$ cat config.mk
export PLATFORM = sky130hd
export DESIGN_NAME = avc_tag_to_annexb_converter_flat
export DESIGN_NICKNAME = d
export VERILOG_FILES = /design/src/rtl/avcab_pkg.sv /design/src/rtl/avcab_req_if.sv /design/src/rtl/avcab_rsp_if.sv /design/src/rtl/avcab_parser.sv /design/src/rtl/avcab_sequencer.sv /design/src/rtl/avc_tag_to_annexb_converter.sv /design/src/flat_wrapper.sv
export SDC_FILE = /design/constraint.sdc
export NUM_CORES = 1
export LEC_CHECK = 0
export BUFFER_PORTS_ARGS = -buffer_cell sky130_fd_sc_hd__buf_2
export CAP_MARGIN = 20
export CORE_ASPECT_RATIO = 1.75
export CORE_MARGIN = 2
export CORE_UTILIZATION = 59
export CTS_CLUSTER_SIZE = 30
export DETAILED_ROUTE_END_ITERATION = 7
export PLACE_DENSITY = 0.77
export SETUP_SLACK_MARGIN = 0.15
export SYNTH_ARGS = -nofsm -noshare
export SYNTH_HDL_FRONTEND = slang
export SYNTH_SLANG_ARGS = --single-unit
$ cat constraint.sdc
create_clock -name clock -period 5.8 [get_ports clock]
set_clock_uncertainty 0.2 [all_clocks]
set_input_delay 0.29 -clock clock [delete_from_list [all_inputs] [get_ports clock]]
set_output_delay 0.29 -clock clock [all_outputs]
set_load 0.03 [all_outputs]
$ cat src/rtl/avcab_pkg.sv
`default_nettype none
package avcab_pkg;

   typedef logic [7:0] byte_type;

   typedef enum logic [1:0] {
      ST_DONT_CARE   = 2'd0,
      ST_SPS_PPS     = 2'd1,
      ST_KEY_VIDEO   = 2'd2,
      ST_INTER_VIDEO = 2'd3
   } status_type;

   localparam logic KIND_STREAM = 1'b0;
   localparam logic KIND_STATUS = 1'b1;

   localparam byte_type KEY_FRAME_HDR   = 8'h17;
   localparam byte_type INTER_FRAME_HDR = 8'h27;
   localparam byte_type PKT_CONFIG      = 8'h00;
   localparam byte_type PKT_NALU        = 8'h01;
   localparam byte_type START_CODE_ZERO = 8'h00;
   localparam byte_type START_CODE_LAST = 8'h01;

   localparam logic [3:0] REC_LEN_SIZE_IDX  = 4'd9;
   localparam logic [3:0] REC_SPS_COUNT_IDX = 4'd10;
   localparam logic [3:0] CTS_LAST_IDX      = 4'd4;
   localparam logic [2:0] SET_LEN_BYTES     = 3'd2;

   // results caused by one accepted byte, in order: start code, data byte, status
   typedef struct packed {
      logic       emit_start;
      logic       emit_data;
      byte_type   data_byte;
      logic       emit_status;
      status_type status;
   } burst_type;

endpackage
`default_nettype wire

$ cat src/rtl/avcab_req_if.sv
`default_nettype none
interface avcab_req_if;
   import avcab_pkg::*;

   logic     valid;
   logic     ready;
   byte_type body_byte;
   logic     tag_last;

   modport source (output valid, output body_byte, output tag_last, input ready);
   modport sink   (input valid, input body_byte, input tag_last, output ready);
endinterface
`default_nettype wire

$ cat src/rtl/avcab_rsp_if.sv
`default_nettype none
interface avcab_rsp_if;
   import avcab_pkg::*;

   logic       valid;
   logic       ready;
   logic       kind;
   byte_type   out_byte;
   status_type status;
   logic       end_of_tag;

   modport source (output valid, output kind, output out_byte, output status,
                   output end_of_tag, input ready);
   modport sink   (input valid, input kind, input out_byte, input status,
                   input end_of_tag, output ready);
endinterface
`default_nettype wire

$ cat src/rtl/avcab_parser.sv
`default_nettype none
module avcab_parser (
   input  wire logic                  clock,
   input  wire logic                  reset,
   avcab_req_if.sink                  req_chan,
   input  wire logic                  take_ok,
   output avcab_pkg::burst_type       burst,
   output logic                       burst_load
);
   import avcab_pkg::*;

   typedef enum logic [3:0] {
      PH_FIRST   = 4'd0,
      PH_TYPE    = 4'd1,
      PH_RECHDR  = 4'd2,
      PH_SPSLEN  = 4'd3,
      PH_SPSDATA = 4'd4,
      PH_PPSCNT  = 4'd5,
      PH_PPSLEN  = 4'd6,
      PH_PPSDATA = 4'd7,
      PH_RECDONE = 4'd8,
      PH_CTS     = 4'd9,
      PH_NALEN   = 4'd10,
      PH_NADATA  = 4'd11,
      PH_SKIP    = 4'd12
   } phase_type;

   phase_type   phase_ff, phase_in;
   logic [3:0]  hdr_idx_ff, hdr_idx_in;
   status_type  tag_class_ff, tag_class_in;
   logic [2:0]  len_size_ff, len_size_in;
   logic        config_seen_ff, config_seen_in;
   logic [7:0]  sets_left_ff, sets_left_in;
   logic [31:0] len_accum_ff, len_accum_in;
   logic [31:0] payload_left_ff, payload_left_in;
   logic [2:0]  len_bytes_ff, len_bytes_in;
   logic        error_ff, error_in;

   logic        fire;
   byte_type    b;
   logic [15:0] set_len;
   logic [31:0] nal_len;
   logic [7:0]  sets_dec;
   logic [31:0] payload_dec;
   logic        complete;
   status_type  tag_status;

   assign req_chan.ready = take_ok;
   assign fire           = req_chan.valid && take_ok;
   assign b              = req_chan.body_byte;
   assign set_len        = {len_accum_ff[7:0], b};
   assign nal_len        = {len_accum_ff[23:0], b};
   assign sets_dec       = sets_left_ff - 8'd1;
   assign payload_dec    = payload_left_ff - 32'd1;
   assign burst_load     = fire && (burst.emit_start || burst.emit_data || burst.emit_status);

   always_comb begin
      phase_in        = phase_ff;
      hdr_idx_in      = hdr_idx_ff;
      tag_class_in    = tag_class_ff;
      len_size_in     = len_size_ff;
      config_seen_in  = config_seen_ff;
      sets_left_in    = sets_left_ff;
      len_accum_in    = len_accum_ff;
      payload_left_in = payload_left_ff;
      len_bytes_in    = len_bytes_ff;
      error_in        = error_ff;
      burst           = '0;
      burst.data_byte = b;
      complete        = 1'b0;
      tag_status      = ST_DONT_CARE;

      case (phase_ff)
         PH_FIRST: begin
            error_in   = 1'b0;
            hdr_idx_in = 4'd1;
            if (b == KEY_FRAME_HDR) begin
               tag_class_in = ST_KEY_VIDEO;
               phase_in     = PH_TYPE;
            end else if (b == INTER_FRAME_HDR) begin
               tag_class_in = ST_INTER_VIDEO;
               phase_in     = config_seen_ff ? PH_TYPE : PH_SKIP;
            end else begin
               tag_class_in = ST_DONT_CARE;
               phase_in     = PH_SKIP;
            end
         end
         PH_TYPE: begin
            hdr_idx_in = 4'd2;
            if (b == PKT_CONFIG && tag_class_ff == ST_KEY_VIDEO) begin
               tag_class_in = ST_SPS_PPS;
               phase_in     = PH_RECHDR;
            end else if (b == PKT_NALU) begin
               phase_in = PH_CTS;
            end else begin
               error_in = 1'b1;
               phase_in = PH_SKIP;
            end
         end
         PH_RECHDR: begin
            if (hdr_idx_ff == REC_LEN_SIZE_IDX) begin
               len_size_in = {1'b0, b[1:0]} + 3'd1;
            end else if (hdr_idx_ff == REC_SPS_COUNT_IDX) begin
               sets_left_in     = {3'b000, b[4:0]};
               burst.emit_start = 1'b1;
               if (b[4:0] == 5'd0) begin
                  phase_in = PH_PPSCNT;
               end else begin
                  phase_in     = PH_SPSLEN;
                  len_bytes_in = SET_LEN_BYTES;
                  len_accum_in = '0;
               end
            end
            hdr_idx_in = hdr_idx_ff + 4'd1;
         end
         PH_SPSLEN, PH_PPSLEN: begin
            len_accum_in = {16'd0, set_len};
            len_bytes_in = len_bytes_ff - 3'd1;
            if (len_bytes_ff == 3'd1) begin
               payload_left_in = {16'd0, set_len};
               if (set_len == 16'd0) begin
                  // empty set: close it right away
                  sets_left_in = sets_dec;
                  if (sets_dec != 8'd0) begin
                     phase_in     = phase_ff;
                     len_bytes_in = SET_LEN_BYTES;
                     len_accum_in = '0;
                  end else begin
                     phase_in = (phase_ff == PH_SPSLEN) ? PH_PPSCNT : PH_RECDONE;
                  end
               end else begin
                  phase_in = (phase_ff == PH_SPSLEN) ? PH_SPSDATA : PH_PPSDATA;
               end
            end
         end
         PH_SPSDATA, PH_PPSDATA: begin
            // only the last set of each kind reaches the stream
            burst.emit_data = (sets_left_ff == 8'd1);
            payload_left_in = payload_dec;
            if (payload_dec == 32'd0) begin
               sets_left_in = sets_dec;
               if (sets_dec != 8'd0) begin
                  phase_in     = (phase_ff == PH_SPSDATA) ? PH_SPSLEN : PH_PPSLEN;
                  len_bytes_in = SET_LEN_BYTES;
                  len_accum_in = '0;
               end else begin
                  phase_in = (phase_ff == PH_SPSDATA) ? PH_PPSCNT : PH_RECDONE;
               end
            end
         end
         PH_PPSCNT: begin
            burst.emit_start = 1'b1;
            sets_left_in     = b;
            if (b == 8'd0) begin
               phase_in = PH_RECDONE;
            end else begin
               phase_in     = PH_PPSLEN;
               len_bytes_in = SET_LEN_BYTES;
               len_accum_in = '0;
            end
         end
         PH_CTS: begin
            if (hdr_idx_ff >= CTS_LAST_IDX) begin
               phase_in     = PH_NALEN;
               len_bytes_in = len_size_ff;
               len_accum_in = '0;
            end else begin
               hdr_idx_in = hdr_idx_ff + 4'd1;
            end
         end
         PH_NALEN: begin
            if (len_size_ff == 3'd0 || len_bytes_ff == 3'd0) begin
               error_in = 1'b1;
               phase_in = PH_SKIP;
            end else begin
               len_accum_in = nal_len;
               len_bytes_in = len_bytes_ff - 3'd1;
               if (len_bytes_ff == 3'd1) begin
                  burst.emit_start = 1'b1;
                  payload_left_in  = nal_len;
                  if (nal_len == 32'd0) begin
                     phase_in     = PH_NALEN;
                     len_bytes_in = len_size_ff;
                     len_accum_in = '0;
                  end else begin
                     phase_in = PH_NADATA;
                  end
               end
            end
         end
         PH_NADATA: begin
            burst.emit_data = 1'b1;
            payload_left_in = payload_dec;
            if (payload_dec == 32'd0) begin
               phase_in     = PH_NALEN;
               len_bytes_in = len_size_ff;
               len_accum_in = '0;
            end
         end
         default: begin
         end
      endcase

      if (req_chan.tag_last) begin
         complete = (phase_in == PH_RECDONE) || (phase_in == PH_SKIP) ||
                    (phase_in == PH_NALEN && len_bytes_in == len_size_in);
         tag_status = (error_in || !complete) ? ST_DONT_CARE : tag_class_in;
         if (tag_status == ST_SPS_PPS) begin
            config_seen_in = 1'b1;
         end
         burst.emit_status = 1'b1;
         burst.status      = tag_status;
         phase_in          = PH_FIRST;
         hdr_idx_in        = 4'd0;
         error_in          = 1'b0;
      end
   end

   always_ff @(posedge clock) begin
      if (reset) begin
         phase_ff        <= PH_FIRST;
         hdr_idx_ff      <= '0;
         tag_class_ff    <= ST_DONT_CARE;
         len_size_ff     <= '0;
         config_seen_ff  <= 1'b0;
         sets_left_ff    <= '0;
         len_accum_ff    <= '0;
         payload_left_ff <= '0;
         len_bytes_ff    <= '0;
         error_ff        <= 1'b0;
      end else if (fire) begin
         phase_ff        <= phase_in;
         hdr_idx_ff      <= hdr_idx_in;
         tag_class_ff    <= tag_class_in;
         len_size_ff     <= len_size_in;
         config_seen_ff  <= config_seen_in;
         sets_left_ff    <= sets_left_in;
         len_accum_ff    <= len_accum_in;
         payload_left_ff <= payload_left_in;
         len_bytes_ff    <= len_bytes_in;
         error_ff        <= error_in;
      end
   end

endmodule
`default_nettype wire

$ cat src/rtl/avcab_sequencer.sv
`default_nettype none
module avcab_sequencer (
   input  wire logic                  clock,
   input  wire logic                  reset,
   input  wire avcab_pkg::burst_type  burst,
   input  wire logic                  burst_load,
   output logic                       take_ok,
   avcab_rsp_if.source                rsp_chan
);
   import avcab_pkg::*;

   burst_type  pend_ff;
   logic       pend_valid_ff, pend_valid_in;
   logic [2:0] step_ff, step_in;
   logic [2:0] count;
   logic       last_step;
   logic       advance;

   assign count = (pend_ff.emit_start ? 3'd4 : 3'd0) + {2'b00, pend_ff.emit_data} +
                  {2'b00, pend_ff.emit_status};
   assign last_step = (step_ff == count - 3'd1);
   assign advance   = pend_valid_ff && rsp_chan.ready;
   assign take_ok   = !pend_valid_ff || (advance && last_step);

   assign rsp_chan.valid = pend_valid_ff;

   always_comb begin
      rsp_chan.kind       = KIND_STATUS;
      rsp_chan.out_byte   = '0;
      rsp_chan.status     = pend_ff.status;
      rsp_chan.end_of_tag = 1'b1;
      if (pend_ff.emit_start && step_ff <= 3'd3) begin
         rsp_chan.kind       = KIND_STREAM;
         rsp_chan.out_byte   = (step_ff == 3'd3) ? START_CODE_LAST : START_CODE_ZERO;
         rsp_chan.status     = ST_DONT_CARE;
         rsp_chan.end_of_tag = 1'b0;
      end else if (pend_ff.emit_data && step_ff == 3'd0) begin
         rsp_chan.kind       = KIND_STREAM;
         rsp_chan.out_byte   = pend_ff.data_byte;
         rsp_chan.status     = ST_DONT_CARE;
         rsp_chan.end_of_tag = 1'b0;
      end
   end

   always_comb begin
      pend_valid_in = pend_valid_ff;
      step_in       = step_ff;
      if (take_ok) begin
         // burst done or empty: take the next one
         pend_valid_in = burst_load;
         step_in       = 3'd0;
      end else if (advance) begin
         step_in = step_ff + 3'd1;
      end
   end

   always_ff @(posedge clock) begin
      if (reset) begin
         pend_valid_ff <= 1'b0;
         step_ff       <= '0;
      end else begin
         pend_valid_ff <= pend_valid_in;
         step_ff       <= step_in;
      end
   end

   always_ff @(posedge clock) begin
      if (take_ok && burst_load) begin
         pend_ff <= burst;
      end
   end

endmodule
`default_nettype wire

$ cat src/rtl/avc_tag_to_annexb_converter.sv
// The first result of a byte appears in the cycle after its transfer.
// One byte per cycle while each byte yields at most one result and rsp_chan is
// ready; a start-code byte holds the result register for its four code bytes (and
// a tag-end status), a data byte with status for both; input is held meanwhile.
// Reset: synchronous, active high; clears the parse state and any pending results.
`default_nettype none
module avc_tag_to_annexb_converter (
   input  wire logic   clock,
   input  wire logic   reset,
   avcab_req_if.sink   req_chan,
   avcab_rsp_if.source rsp_chan
);
   import avcab_pkg::*;

   burst_type burst;
   logic      burst_load;
   logic      take_ok;

   avcab_parser u_parser (
      .clock      (clock),
      .reset      (reset),
      .req_chan   (req_chan),
      .take_ok    (take_ok),
      .burst      (burst),
      .burst_load (burst_load)
   );

   avcab_sequencer u_sequencer (
      .clock      (clock),
      .reset      (reset),
      .burst      (burst),
      .burst_load (burst_load),
      .take_ok    (take_ok),
      .rsp_chan   (rsp_chan)
   );

endmodule
`default_nettype wire
$ cat src/flat_wrapper.sv
// flat-port wrapper written by rule: the top's interface ports become plain ports
module avc_tag_to_annexb_converter_flat import avcab_pkg::*;
  (clock, reset, req_chan_valid, req_chan_body_byte, req_chan_tag_last, req_chan_ready, rsp_chan_valid, rsp_chan_kind, rsp_chan_out_byte, rsp_chan_status, rsp_chan_end_of_tag, rsp_chan_ready);
  avcab_req_if req_chan_i ();
  avcab_rsp_if rsp_chan_i ();
  input  wire logic clock;
  input  wire logic reset;
  input wire logic [$bits(req_chan_i.valid)-1:0] req_chan_valid;
  input wire logic [$bits(req_chan_i.body_byte)-1:0] req_chan_body_byte;
  input wire logic [$bits(req_chan_i.tag_last)-1:0] req_chan_tag_last;
  output wire logic [$bits(req_chan_i.ready)-1:0] req_chan_ready;
  output wire logic [$bits(rsp_chan_i.valid)-1:0] rsp_chan_valid;
  output wire logic [$bits(rsp_chan_i.kind)-1:0] rsp_chan_kind;
  output wire logic [$bits(rsp_chan_i.out_byte)-1:0] rsp_chan_out_byte;
  output wire logic [$bits(rsp_chan_i.status)-1:0] rsp_chan_status;
  output wire logic [$bits(rsp_chan_i.end_of_tag)-1:0] rsp_chan_end_of_tag;
  input wire logic [$bits(rsp_chan_i.ready)-1:0] rsp_chan_ready;
  assign req_chan_i.valid = req_chan_valid;
  assign req_chan_i.body_byte = req_chan_body_byte;
  assign req_chan_i.tag_last = req_chan_tag_last;
  assign req_chan_ready = req_chan_i.ready;
  assign rsp_chan_valid = rsp_chan_i.valid;
  assign rsp_chan_kind = rsp_chan_i.kind;
  assign rsp_chan_out_byte = rsp_chan_i.out_byte;
  assign rsp_chan_status = rsp_chan_i.status;
  assign rsp_chan_end_of_tag = rsp_chan_i.end_of_tag;
  assign rsp_chan_i.ready = rsp_chan_ready;
  avc_tag_to_annexb_converter u_core (.clock(clock), .reset(reset), .req_chan(req_chan_i), .rsp_chan(rsp_chan_i));
endmodule
==> run_results.csv, run 1 <==
group,metric,value,unit
layout,final_design_area_no_fill,7228,µm²
detailed_routing,vias_per_cell,6.825,
critical_path,cp.required,5.81,ns
sta,totalNegativeSetupSlack,0,ns
die,core-area,11450,µm²
cts,post_cts_resized,0,
pwr,power.density_cell_area,234.8,nW/µm²
yosys,synth_edf_count,13,
place,buffer_ports.inserted,26,
die,initial_utilization,0.5966,
yosys,netlist_area,6832,µm²
yosys,synth_top_cells_by_area,"sky130_fd_sc_hd__dfxtp_1 25%, sky130_fd_sc_hd__nand2_1 6.8%, sky130_fd_sc_hd__nor2_1 5.8%",
yosys,yosys.area.top_type_share,0.2520,
layout,layout.nets,930,
flow_run,reported_max_cap_violation_count,0,
sta,finalHoldViolCount,0,
global_routing,grt_antenna_before_repair,0,
die,pin_count,27,
detailed_routing,drt_first_pass_iters,5,
yosys,post_synth_inst_count,913,
run_status,outcome,"finished, final reports clean",
detailed_routing,route.detailed.wl_per_inst,21.00,µm
sta,fin_crit_sh,0.7438,
global_routing,grt_first_pass_wirelength,34200,µm
place,routabilityCongestion,0.9727,
cts,worstSkewPairLatency,0.36,ns
yosys,library_cell_with_the_largest_summed_area_after_synthesis,"sky130_fd_sc_hd__dfxtp_1",
place,placedInstanceArea,6920,µm²
global_routing,first_global_vias,6690,
sta,worstMarginPinSlew,1.040,ns
yosys,synthesis.nets,945,
cts,cts-root-buf,"sky130_fd_sc_hd__clkbuf_16",
die,fp.dieArea,12490,µm²
yosys,ys.flop_type,"sky130_fd_sc_hd__dfxtp_1",
global_routing,grt_remaining_overflow,0,
detailed_routing,detailroute.via_count,7084,
die,dieHeight,146.3,µm
yosys,synthMostInstantiatedCell,"sky130_fd_sc_hd__nand2_1",
global_routing,grt_max_degree,85,
cts,cts_inserted_buffers,9,
sta,min_period,4.314,ns
critical_path,worst-path-max-fanout,25,
detailed_routing,detail_route.drc_violations,0,
yosys,synth.yosys.seq_area_share,0.3092,
layout,diodes,0,
sta,max_slew_margin,0.3041,
sta,rsz0062_at_grt,"false",
yosys,yosys_warnings,0,
worst_hold_path,hold_path.class,"primary input to flip-flop",
sta,finalSetupViolCount,0,
detailed_routing,finalWirelength,21800,µm
detailed_routing,drt_first_iter_violations,512,
die,rows,52,
cts,post_cts_hold_buffer_count,0,
cts,cts.path.max_buffers,2,
yosys,post_synth_num_cell_types,86,
layout,layout-area-overhead-vs-synth,5.806,%
yosys,syn-mean-instance-area,7.483,µm²
pwr,p_leak,2.623,nW
critical_path,cp-end-kind,"flip-flop",
place,post-dp-hpwl,15670,µm
cts,ctsHtreeMaxLevel,3,
yosys,asyncSetResetFlopFracSynth,0,
die,die_width,85.34,µm
cts,cts.sinks,99,
yosys,postSynthRegisterBits,99,
sta,timing.final.max_slew_violations,0,
critical_path,startpoint_type,"flip-flop",
yosys,synth_common_cells,"124 x sky130_fd_sc_hd__nand2_1, 105 x sky130_fd_sc_hd__nor2_1, 86 x sky130_fd_sc_hd__dfxtp_1, 76 x sky130_fd_sc_hd__a21oi_1, 54 x sky130_fd_sc_hd__o21ai_0",
critical_path,path_class,"flip-flop to flip-flop",
layout,finalCoreUtilization,0.6312,
cts,clk_pin_slew,0.07,ns
global_routing,gr-usage-all-layers,0.3474,
cts,cts_tree,"yes",
critical_path,critical_path_arrival,4.32,ns
pwr,power.ir.vdd_worst,0.0001849,V
layout,drive_above_1_share,0.09524,
sta,fmax,231.8,MHz
detailed_routing,antenna_left,0,
cts,postCtsSetupRepairBufs,0,
## cells by family after synthesis
group / Yosys count / synth area share
XOR/XNOR: 21 / 0.02692
AND/OR/NAND/NOR: 429 / 0.3212
multiplexers: 6 / 0.008975
buffers and inverters: 85 / 0.05568
adder cells (fa/ha/maj): 19 / 0.03480
flip-flops: 99 / 0.3092
AO/OA/AOI/OAI: 254 / 0.2432
## routing by layer
| metal | up-vias | global-route usage | part of all wire |
|---|---|---|---|
| li1 | 3300 | - | - |
| met1 | 3380 | 0.3720 | 0.36 |
| met2 | 308 | 0.6254 | 0.52 |
| met3 | 96 | 0.05314 | 0.056 |
| met4 | 0 | 0.2079 | 0.064 |
| met5 | - | 0 | 0 |
## final cells by class
type / count / area (µm²)
Clock buffer: 13 / 271.5
Fill cell: 1039 / 4223
Multi-Input combinational cell: 729 / 4359
Tap cell: 135 / 168.9
Sequential cell: 99 / 2112
Timing Repair Buffer: 35 / 197.7
Inverter: 24 / 90.09
Clock inverter: 3 / 28.78
## worst paths after layout
check	from	endpoint	slack (ns)	depth (start not counted)
setup / recovery	u_core.u_parser.payload_left_ff[0]	u_core.u_parser.len_bytes_ff[2]	1.49	13
hold / removal	rsp_chan_ready	u_core.u_sequencer.step_ff[1]	0.02	3
setup reg to reg	u_core.u_parser.payload_left_ff[0]	u_core.u_parser.len_bytes_ff[2]	1.49	13
hold reg to reg	u_core.u_parser.sets_left_ff[7]	u_core.u_parser.sets_left_ff[7]	0.29	2
## sequential cells by signal (all words and copies together) (netlist names), 4 cells and up
signal / cells
u_core.u_parser.payload_left_ff: 32
u_core.u_parser.len_accum_ff: 24
u_core.u_sequencer.pend_ff: 13
u_core.u_parser.sets_left_ff: 8
u_core.u_parser.hdr_idx_ff: 4
u_core.u_parser.phase_ff: 4
## per-stage QoR
stage	setup slack [ns]	std cells	hold WS (ns)	total power, mW
final	1.486	1038	0.02173	1.697
after global routing	1.107	1038	0.02585	1.752
after CTS	1.518	1037	0.02032	1.688
after detailed placement	1.546	1021	0.2771	1.079
after floorplan	2.267	913	0.1889	0.9920
after global placement	1.593	1021	0.2610	1.073
## placed cells by master, fill, tap and decap left out, types with 6 or more instances in the layout
cell	netlist	routed
sky130_fd_sc_hd__or2_2	9	9
sky130_fd_sc_hd__buf_2	4	26
sky130_fd_sc_hd__nand2b_1	6	6
sky130_fd_sc_hd__nor3_1	34	34
sky130_fd_sc_hd__o21ai_0	54	54
sky130_fd_sc_hd__nand2_1	124	124
sky130_fd_sc_hd__xor2_1	6	6
sky130_fd_sc_hd__xnor2_1	15	15
sky130_fd_sc_hd__o41ai_1	6	6
sky130_fd_sc_hd__a22oi_1	32	32
sky130_fd_sc_hd__nand4_1	7	7
sky130_fd_sc_hd__or3_1	11	11
sky130_fd_sc_hd__ha_1	19	19
sky130_fd_sc_hd__and3_1	13	13
sky130_fd_sc_hd__dfxtp_1	86	86
sky130_fd_sc_hd__o211ai_1	6	6
sky130_fd_sc_hd__nor2_1	105	104
sky130_fd_sc_hd__buf_4	3	9
sky130_fd_sc_hd__a21oi_1	76	76
sky130_fd_sc_hd__inv_1	24	24
sky130_fd_sc_hd__clkbuf_16	0	10
sky130_fd_sc_hd__o31ai_1	9	9
sky130_fd_sc_hd__nor2b_1	10	10
sky130_fd_sc_hd__nand3_1	40	40
sky130_fd_sc_hd__a31oi_1	6	6
sky130_fd_sc_hd__edfxtp_1	13	13
sky130_fd_sc_hd__nor4_1	22	22
sky130_fd_sc_hd__and2_1	6	6
sky130_fd_sc_hd__a211oi_1	13	12
## worst max-delay path, stage by stage, from the launching register on
cell and delay (ns):
sky130_fd_sc_hd__dfxtp_1 0.39, sky130_fd_sc_hd__inv_1 0.13, sky130_fd_sc_hd__ha_1 0.31, sky130_fd_sc_hd__nor3b_4 0.44, sky130_fd_sc_hd__nand4_1 0.26, sky130_fd_sc_hd__nor4_1 0.32, sky130_fd_sc_hd__a31oi_1 0.11, sky130_fd_sc_hd__a2111oi_4 0.39
sky130_fd_sc_hd__nand3_2 0.23, sky130_fd_sc_hd__o21a_1 0.29, sky130_fd_sc_hd__nor3_4 0.66, sky130_fd_sc_hd__o21ai_0 0.19, sky130_fd_sc_hd__a21oi_1 0.19, sky130_fd_sc_hd__nor2_1 0.05
## power breakdown
group          switching, mW  internal, mW  leakage [nW]  total, mW
Clock                  0.287         0.336         0.147      0.623
Sequential            0.0226         0.706         0.816      0.729
Combinational          0.227         0.118          1.66      0.345
Power figures use the tool's default switching activity.
==> run 2, diff against run 1 <==
--- a/config.mk
+++ b/config.mk
@@ -5,11 +5,12 @@
 export SDC_FILE = /design/constraint.sdc
 export NUM_CORES = 1
 export LEC_CHECK = 0
+export ABC_AREA = 1
 export BUFFER_PORTS_ARGS = -buffer_cell sky130_fd_sc_hd__buf_2
 export CAP_MARGIN = 20
 export CORE_ASPECT_RATIO = 1.75
 export CORE_MARGIN = 2
-export CORE_UTILIZATION = 59
+export CORE_UTILIZATION = 57
 export CTS_CLUSTER_SIZE = 30
 export DETAILED_ROUTE_END_ITERATION = 7
 export PLACE_DENSITY = 0.77
==> constraint.sdc (replaced) <==
create_clock -name clock -period 3.53 [get_ports clock]
set_clock_uncertainty 0.2 [all_clocks]
set_input_delay 0.1765 -clock clock [delete_from_list [all_inputs] [get_ports clock]]
set_output_delay 0.1765 -clock clock [all_outputs]
set_load 0.03 [all_outputs]
==> run 2 against run 1 <==
Against the previous run:
- power up 120%
- global-route usage down 0.56 points
- largest power group is now combinational logic
- clock power up 62%
- core utilization up 2.1 points
- cell area up 8.3%
- non-clock buffer count up 23
- register-to-register slack worse by 1.1 ns
- flip-flop and latch count unchanged
- sequential power up 74%
- count of clock-buffer cells in the layout down 3
==> run_results.csv, run 2 <==
group,metric,value,unit
run_status,outcome,"finished, final reports clean",
sta,worstMarginPinSlew,0.8841,ns
layout,reg.largest.list,"u_core.u_parser.payload_left_ff: 32 flops, u_core.u_parser.len_accum_ff: 24 flops, u_core.u_sequencer.pend_ff: 13 flops",
yosys,synth_edf_count,13,
worst_hold_path,hold_path.class,"primary input to flip-flop",
yosys,asyncSetResetFlopFracSynth,0,
detailed_routing,detailroute.via_count,7571,
layout,num-fill-cells,1187,
yosys,yosys.area.top_type_share,0.2461,
die,core-area,12000,µm²
layout,layout-area-overhead-vs-synth,11.86,%
critical_path,cp-end-kind,"flip-flop",
layout,finalCoreUtilization,0.6520,
yosys,yosys_warnings,0,
flow_run,reported_max_cap_violation_count,0,
pwr,power.ir.vdd_worst,0.0003881,V
detailed_routing,drt_first_pass_iters,5,
yosys,library_cell_with_the_largest_summed_area_after_synthesis,"sky130_fd_sc_hd__dfxtp_1",
critical_path,critical_path_arrival,3.05,ns
place,numPlacedInstances,1273,
cts,cts.sinks,99,
cts,cts_inserted_buffers,9,
layout,mostFrequentLayoutCells,"262 x sky130_fd_sc_hd__nand2_1, 168 x sky130_fd_sc_hd__nor2_1, 127 x sky130_fd_sc_hd__inv_1, 86 x sky130_fd_sc_hd__dfxtp_1, 75 x sky130_fd_sc_hd__a21oi_1",
yosys,ys.flop_type,"sky130_fd_sc_hd__dfxtp_1",
global_routing,grt_antenna_before_repair,0,
sta,min_period,3.141,ns
detailed_routing,drt_first_iter_violations,485,
die,die_width,87.75,µm
critical_path,startpoint_type,"primary input",
die,fp.dieArea,13210,µm²
layout,largest_register_ff_count,32,
critical_path,cp.required,3.44,ns
detailed_routing,detail_route.drc_violations,0,
detailed_routing,finalWirelength,22260,µm
layout,diodes,0,
yosys,synthMostInstantiatedCell,"sky130_fd_sc_hd__nand2_1",
critical_path,worst-path-max-fanout,6,
detailed_routing,antenna_left,0,
layout,drive_above_1_share,0.1175,
global_routing,grt_first_pass_wirelength,34800,µm
yosys,synth_top_cells_by_area,"sky130_fd_sc_hd__dfxtp_1 25%, sky130_fd_sc_hd__nand2_1 14%, sky130_fd_sc_hd__nor2_1 9.2%",
sta,worst_slack,0.3894,ns
layout,final_common_cell,"sky130_fd_sc_hd__nand2_1",
place,post-dp-hpwl,16790,µm
global_routing,grt_max_degree,47,
cts,worstSkewPairLatency,0.35,ns
cts,ctsHtreeMaxLevel,3,
sta,fmax,318.4,MHz
global_routing,first_global_vias,7182,
layout,final_cell_count_no_fill,1305,
pwr,p_leak,3.455,nW
sta,finalHoldViolCount,0,
sta,rsz0062_at_grt,"false",
yosys,netlist_area,6997,µm²
layout,largest_register,"u_core.u_parser.payload_left_ff",
place,buffer_ports.inserted,26,
yosys,post_synth_num_cell_types,43,
critical_path,path_class,"primary input to flip-flop",
sta,fin_crit_sh,0.8897,
cts,cts-root-buf,"sky130_fd_sc_hd__clkbuf_16",
pwr,power.density_cell_area,472.3,nW/µm²
yosys,synth.yosys.seq_area_share,0.3019,
die,dieHeight,150.6,µm
place,place_ws,0.3054,ns
cts,cts_tree,"yes",
pwr,power,3.696,mW
sta,totalNegativeSetupSlack,0,ns
sta,timing.final.max_slew_violations,0,
detailed_routing,route.detailed.wl_per_inst,17.06,µm
die,rows,53,
yosys,synth_common_cells,"263 x sky130_fd_sc_hd__nand2_1, 171 x sky130_fd_sc_hd__nor2_1, 127 x sky130_fd_sc_hd__inv_1, 86 x sky130_fd_sc_hd__dfxtp_1, 75 x sky130_fd_sc_hd__a21oi_1",
layout,layout.nets,1167,
sta,finalSetupViolCount,0,
yosys,synthesis.nets,1129,
sta,max_slew_margin,0.4099,
cts,clk_pin_slew,0.07,ns
global_routing,gr-usage-all-layers,0.3418,
global_routing,grt_remaining_overflow,0,
detailed_routing,vias_per_cell,5.802,
place,routabilityCongestion,1.001,
yosys,postSynthRegisterBits,99,
cts,cts.path.max_buffers,2,
die,pin_count,27,
die,initial_utilization,0.5829,
yosys,syn-mean-instance-area,6.378,µm²
yosys,post_synth_inst_count,1097,
-- run 2: changes by cell type after synthesis, moves of 14 or more --
| cell | previous run | this run |
|---|---|---|
| sky130_fd_sc_hd__a22oi_1 | 32 | 0 |
| sky130_fd_sc_hd__nand3_1 | 40 | 62 |
| sky130_fd_sc_hd__xnor2_1 | 15 | 0 |
| sky130_fd_sc_hd__nor4_1 | 22 | 1 |
| sky130_fd_sc_hd__nand2_2 | 1 | 15 |
| sky130_fd_sc_hd__inv_1 | 24 | 127 |
| sky130_fd_sc_hd__nor2_1 | 105 | 171 |
| sky130_fd_sc_hd__a211oi_1 | 13 | 30 |
| sky130_fd_sc_hd__clkbuf_1 | 44 | 25 |
| sky130_fd_sc_hd__nand2_1 | 124 | 263 |
| sky130_fd_sc_hd__nand4_1 | 7 | 24 |
| sky130_fd_sc_hd__nor3_1 | 34 | 9 |
-- run 2: area by class of cell --
class | count | area (µm²) | area share
clock inverter | 6 | 63.81 | 0.008153
tap | 165 | 206.4 | 0.02638
clock buffer | 10 | 229.0 | 0.02926
sequential | 99 | 2112 | 0.2699
multi-input combinational | 833 | 4314 | 0.5512
inverter | 134 | 505.5 | 0.06459
timing repair buffer | 58 | 395.4 | 0.05052
-- run 2: path summary, 6_finish.rpt --
check | startpoint | endpoint | slack [ns] | cells past startpoint
setup / recovery | req_chan_body_byte[1] | u_core.u_sequencer.pend_ff[1] | 0.39 | 23
hold reg to reg | u_core.u_parser.config_seen_ff | u_core.u_parser.config_seen_ff | 0.27 | 2
setup reg to reg | u_core.u_parser.payload_left_ff[2] | u_core.u_sequencer.pend_ff[1] | 0.42 | 22
hold / removal | req_chan_valid | u_core.u_parser.phase_ff[3] | 0.13 | 4
-- run 2: report_power, final --
part / internal, mW / leakage, nW / switching, mW / total (mW)
Combinational: 0.439 / 2.49 / 0.983 / 1.42
Sequential: 1.20 / 0.820 / 0.0634 / 1.27
Clock: 0.551 / 0.140 / 0.455 / 1.01
-- run 2: critical path, stage by stage --
cell                            delay (ns)
sky130_fd_sc_hd__dlygate4sd3_1        0.53
sky130_fd_sc_hd__buf_2                0.19
sky130_fd_sc_hd__inv_1                0.10
sky130_fd_sc_hd__ha_2                 0.20
sky130_fd_sc_hd__nand3_4              0.12
sky130_fd_sc_hd__nor2_4               0.16
sky130_fd_sc_hd__nand2_1              0.10
sky130_fd_sc_hd__nor3_4               0.26
sky130_fd_sc_hd__nand2_1              0.11
sky130_fd_sc_hd__nor2_1               0.17
sky130_fd_sc_hd__nand2_1              0.07
sky130_fd_sc_hd__nand3_1              0.07
sky130_fd_sc_hd__nand2_1              0.05
sky130_fd_sc_hd__nand3_1              0.08
sky130_fd_sc_hd__o21ai_1              0.08
sky130_fd_sc_hd__nand2_1              0.09
sky130_fd_sc_hd__nand2_1              0.07
sky130_fd_sc_hd__nand2_1              0.07
sky130_fd_sc_hd__nor2_1               0.04
sky130_fd_sc_hd__nand2_1              0.07
sky130_fd_sc_hd__nand2_2              0.10
sky130_fd_sc_hd__nand2_1              0.10
sky130_fd_sc_hd__nor2_1               0.04
-- run 2: metal layers --
layer	global-route usage	routed length (µm)
met5	0	0
met3	0.03783	982
met1	0.3499	7912
met4	0.2515	1665
met2	0.6186	11700
-- run 2: through the flow --
stage,cell area [µm²],hold slack (ns)
final,7826,0.1330
after global routing,7826,0.1553
after CTS,7720,0.1214
after detailed placement,7327,0.2516
after global placement,7327,0.2444
after floorplan,6997,0.07537
-- run 2: cells by family (layout without fill, tap and decap cells) --
kind of cell             Yosys count  after routing  synth area share
buffers and inverters            165            208           0.08995
AO/OA/AOI/OAI                    214            214            0.1817
XOR/XNOR                           8              8           0.01001
flip-flops                        99             99            0.3019
AND/OR/NAND/NOR                  592            592            0.3825
adder cells (fa/ha/maj)           19             19           0.03398
-- run 2: what timing repair did --
item / CTS / global route
setup buffers: 0 / 5
setup endpoints to repair: 0 / 12
gates resized for setup: 0 / 14
hold buffers: 10 / 0
hold endpoints to repair: 18 / 0
==> run 3, diff against run 2 <==
--- a/config.mk
+++ b/config.mk
@@ -7,10 +7,10 @@
 export LEC_CHECK = 0
 export ABC_AREA = 1
 export BUFFER_PORTS_ARGS = -buffer_cell sky130_fd_sc_hd__buf_2
-export CAP_MARGIN = 20
+export CAP_MARGIN = 10
 export CORE_ASPECT_RATIO = 1.75
 export CORE_MARGIN = 2
-export CORE_UTILIZATION = 57
+export CORE_UTILIZATION = 59
 export CTS_CLUSTER_SIZE = 30
 export DETAILED_ROUTE_END_ITERATION = 7
 export PLACE_DENSITY = 0.77
==> constraint.sdc (replaced) <==
create_clock -name clock -period 3.75 [get_ports clock]
set_clock_uncertainty 0.2 [all_clocks]
set_input_delay 0.1875 -clock clock [delete_from_list [all_inputs] [get_ports clock]]
set_output_delay 0.1875 -clock clock [all_outputs]
set_load 0.03 [all_outputs]
==> run 3 against run 2 <==
Against the previous run:
- cell area decreased by 1.9%
- largest power group unchanged
- critical path depth increased by 2
- count of clock-buffer cells in the layout unchanged
- critical endpoint unchanged
- sequential share of layout area increased by 0.51 points
==> run_results.csv, run 3 (synthesis gave the netlist of run 2 again) <==
group,metric,value,unit
detailed_routing,antenna_left,0,
critical_path,cp_slowest_cell,"sky130_fd_sc_hd__dlygate4sd3_1",
place,buffer_ports.inserted,26,
cts,cts_tree,"yes",
global_routing,grt_first_pass_wirelength,35380,µm
flow_run,reported_max_cap_violation_count,0,
critical_path,critPathMostFrequentCell,"sky130_fd_sc_hd__nand2_1",
critical_path,startpoint_type,"primary input",
layout,largest_register_ff_count,32,
die,die_width,86.32,µm
detailed_routing,detailroute.via_count,7501,
cts,cts_inserted_buffers,9,
detailed_routing,route.detailed.wl_per_inst,17.50,µm
cts,postCtsSetupRepairBufs,0,
layout,reg.largest.list,"u_core.u_parser.payload_left_ff: 32 flops, u_core.u_parser.len_accum_ff: 24 flops, u_core.u_sequencer.pend_ff: 13 flops",
sta,totalNegativeSetupSlack,0,ns
global_routing,first_global_vias,7271,
detailed_routing,vias_per_cell,5.934,
worst_hold_path,timing.hold.worst.start,"req_chan_body_byte[0]",
critical_path,cp.required,3.66,ns
layout,drive_above_1_share,0.1054,
pwr,power.switching_fraction,0.4134,
layout,layout.nets,1156,
detailed_routing,drt_first_pass_iters,7,
global_routing,grt_max_degree,47,
critical_path,biggest_cell_delay_along_the_critical_path,0.53,ns
pwr,pwr-share-clk,0.286,
sta,max_slew_margin,0.3102,
sta,timing.final.max_slew_violations,0,
global_routing,grt_antenna_before_repair,0,
cts,worstSkewPairLatency,0.36,ns
sta,worstMarginPinSlew,1.033,ns
detailed_routing,drt_first_iter_violations,538,
run_status,outcome,"finished, final reports clean",
critical_path,worst-path-max-fanout,6,
layout,num-fill-cells,1111,
pwr,power.share.combinational,0.377,
sta,min_period,3.243,ns
layout,layout-area-overhead-vs-synth,9.764,%
cts,clk_pin_slew,0.08,ns
detailed_routing,route.met3.wl,1079,µm
pwr,power_switching,1.460,mW
pwr,seq_power_share,0.338,
pwr,p_leak,3.419,nW
worst_hold_path,hold_path.class,"primary input to flip-flop",
layout,final_common_cell,"sky130_fd_sc_hd__nand2_1",
critical_path,critical_path_arrival,3.15,ns
critical_path,setup.worst_path.start,"req_chan_body_byte[1]",
layout,largest_register,"u_core.u_parser.payload_left_ff",
critical_path,cp-end-kind,"flip-flop",
critical_path,path_class,"primary input to flip-flop",
cts,cts-root-buf,"sky130_fd_sc_hd__clkbuf_16",
cts,cts.path.max_buffers,2,
die,initial_utilization,0.6041,
sta,finalHoldViolCount,0,
place,post-dp-hpwl,16870,µm
pwr,power.ir.vdd_worst,0.0002388,V
die,rows,52,
detailed_routing,detail_route.drc_violations,0,
cts,cts.sinks,99,
die,dieHeight,148.1,µm
global_routing,gr-usage-all-layers,0.3540,
die,core-area,11580,µm²
sta,rsz0062_at_grt,"false",
critical_path,regToRegStartpoint,"u_core.u_parser.payload_left_ff[0]",
global_routing,grt_remaining_overflow,0,
layout,mostFrequentLayoutCells,"263 x sky130_fd_sc_hd__nand2_1, 169 x sky130_fd_sc_hd__nor2_1, 127 x sky130_fd_sc_hd__inv_1, 86 x sky130_fd_sc_hd__dfxtp_1, 75 x sky130_fd_sc_hd__a21oi_1",
detailed_routing,highest-signal-layer,"met4",
die,pin_count,27,
die,fp.dieArea,12780,µm²
cts,ctsHtreeMaxLevel,3,
sta,finalSetupViolCount,0,
layout,diodes,0,
place,routabilityCongestion,1.021,
detailed_routing,met2RoutedLength,11880,µm
detailed_routing,detail_route.wirelength.met1,7676,µm
pwr,total_internal_power,2.072,mW
pwr,power,3.531,mW
detailed_routing,finalWirelength,22110,µm
pwr,power.density_cell_area,459.8,nW/µm²
sta,fmax,308.4,MHz
sta,fin_crit_sh,0.8648,
[run 3: changes by cell type in the layout (fill, tap and decap cells not counted), sizes merged]
cell	delta
dlygate4sd3	-1
inv	+3
buf	-10
clkinv	-2
clkinvlp	-1
[run 3: what timing repair did]
item / 4_1_cts / 5_1_grt
hold endpoints to repair: 17 / 0
setup endpoints to repair: 0 / 2
resized for setup: 0 / 3
hold buffers: 9 / 0
[run 3: layer usage]
metal	vias up	track usage
met2	282	0.6546
met3	96	0.04606
met5	-	0
li1	3681	-
met1	3442	0.3676
met4	0	0.2141
[run 3: worst paths after layout]
kind | to | slack, ns | cells past startpoint
worst min-delay path | u_core.u_sequencer.pend_ff[3] | 0.06 | 2
worst max register to register | u_core.u_sequencer.pend_ff[0] | 0.51 | 24
worst max-delay path | u_core.u_sequencer.pend_ff[1] | 0.51 | 25
worst min register to register | u_core.u_parser.error_ff | 0.27 | 2
[run 3: layout make-up]
class                      instances  area, µm²  share of cell area
clock inverter                     6      81.33             0.01059
clock buffer                      10      229.0             0.02981
multi-input combinational        833       4263              0.5551
tap                              135      168.9             0.02199
inverter                         134      503.0             0.06549
timing repair buffer              47      322.8             0.04203
sequential                        99       2112              0.2750
[run 3: power groups by stage]
stage / Sequential (mW) / Combinational [mW] / Clock (mW)
after floorplan: 1.20 / 0.970 / 0
after global placement: 1.21 / 1.28 / 0
after detailed placement: 1.21 / 1.29 / 0
after CTS: 1.19 / 1.31 / 1.01
after global routing: 1.20 / 1.47 / 1.05
final: 1.19 / 1.33 / 1.01
[run 3: per-stage QoR]
stage	util	instance area (µm²)	cells	hold WS (ns)	worst slack (ns)
6_report	0.6631	7680	1264	0.05743	0.5070
5_1_grt	0.6631	7680	1264	0.04963	0.1670
4_1_cts	0.6625	7672	1264	0.04543	0.3904
3_5_place_dp	0.6279	7272	1239	0.2636	0.4156
3_3_place_gp	0.6279	7272	1239	0.2495	0.5244
2_1_floorplan	-	6997	1097	0.08637	0.9356
[run 3: critical path, delay by kind of cell]
kind / cells / cell delay (ns)
adders and majority gates: 1 / 0.14
buffers and inverters: 5 / 0.89
and+or+nand+nor: 19 / 1.92
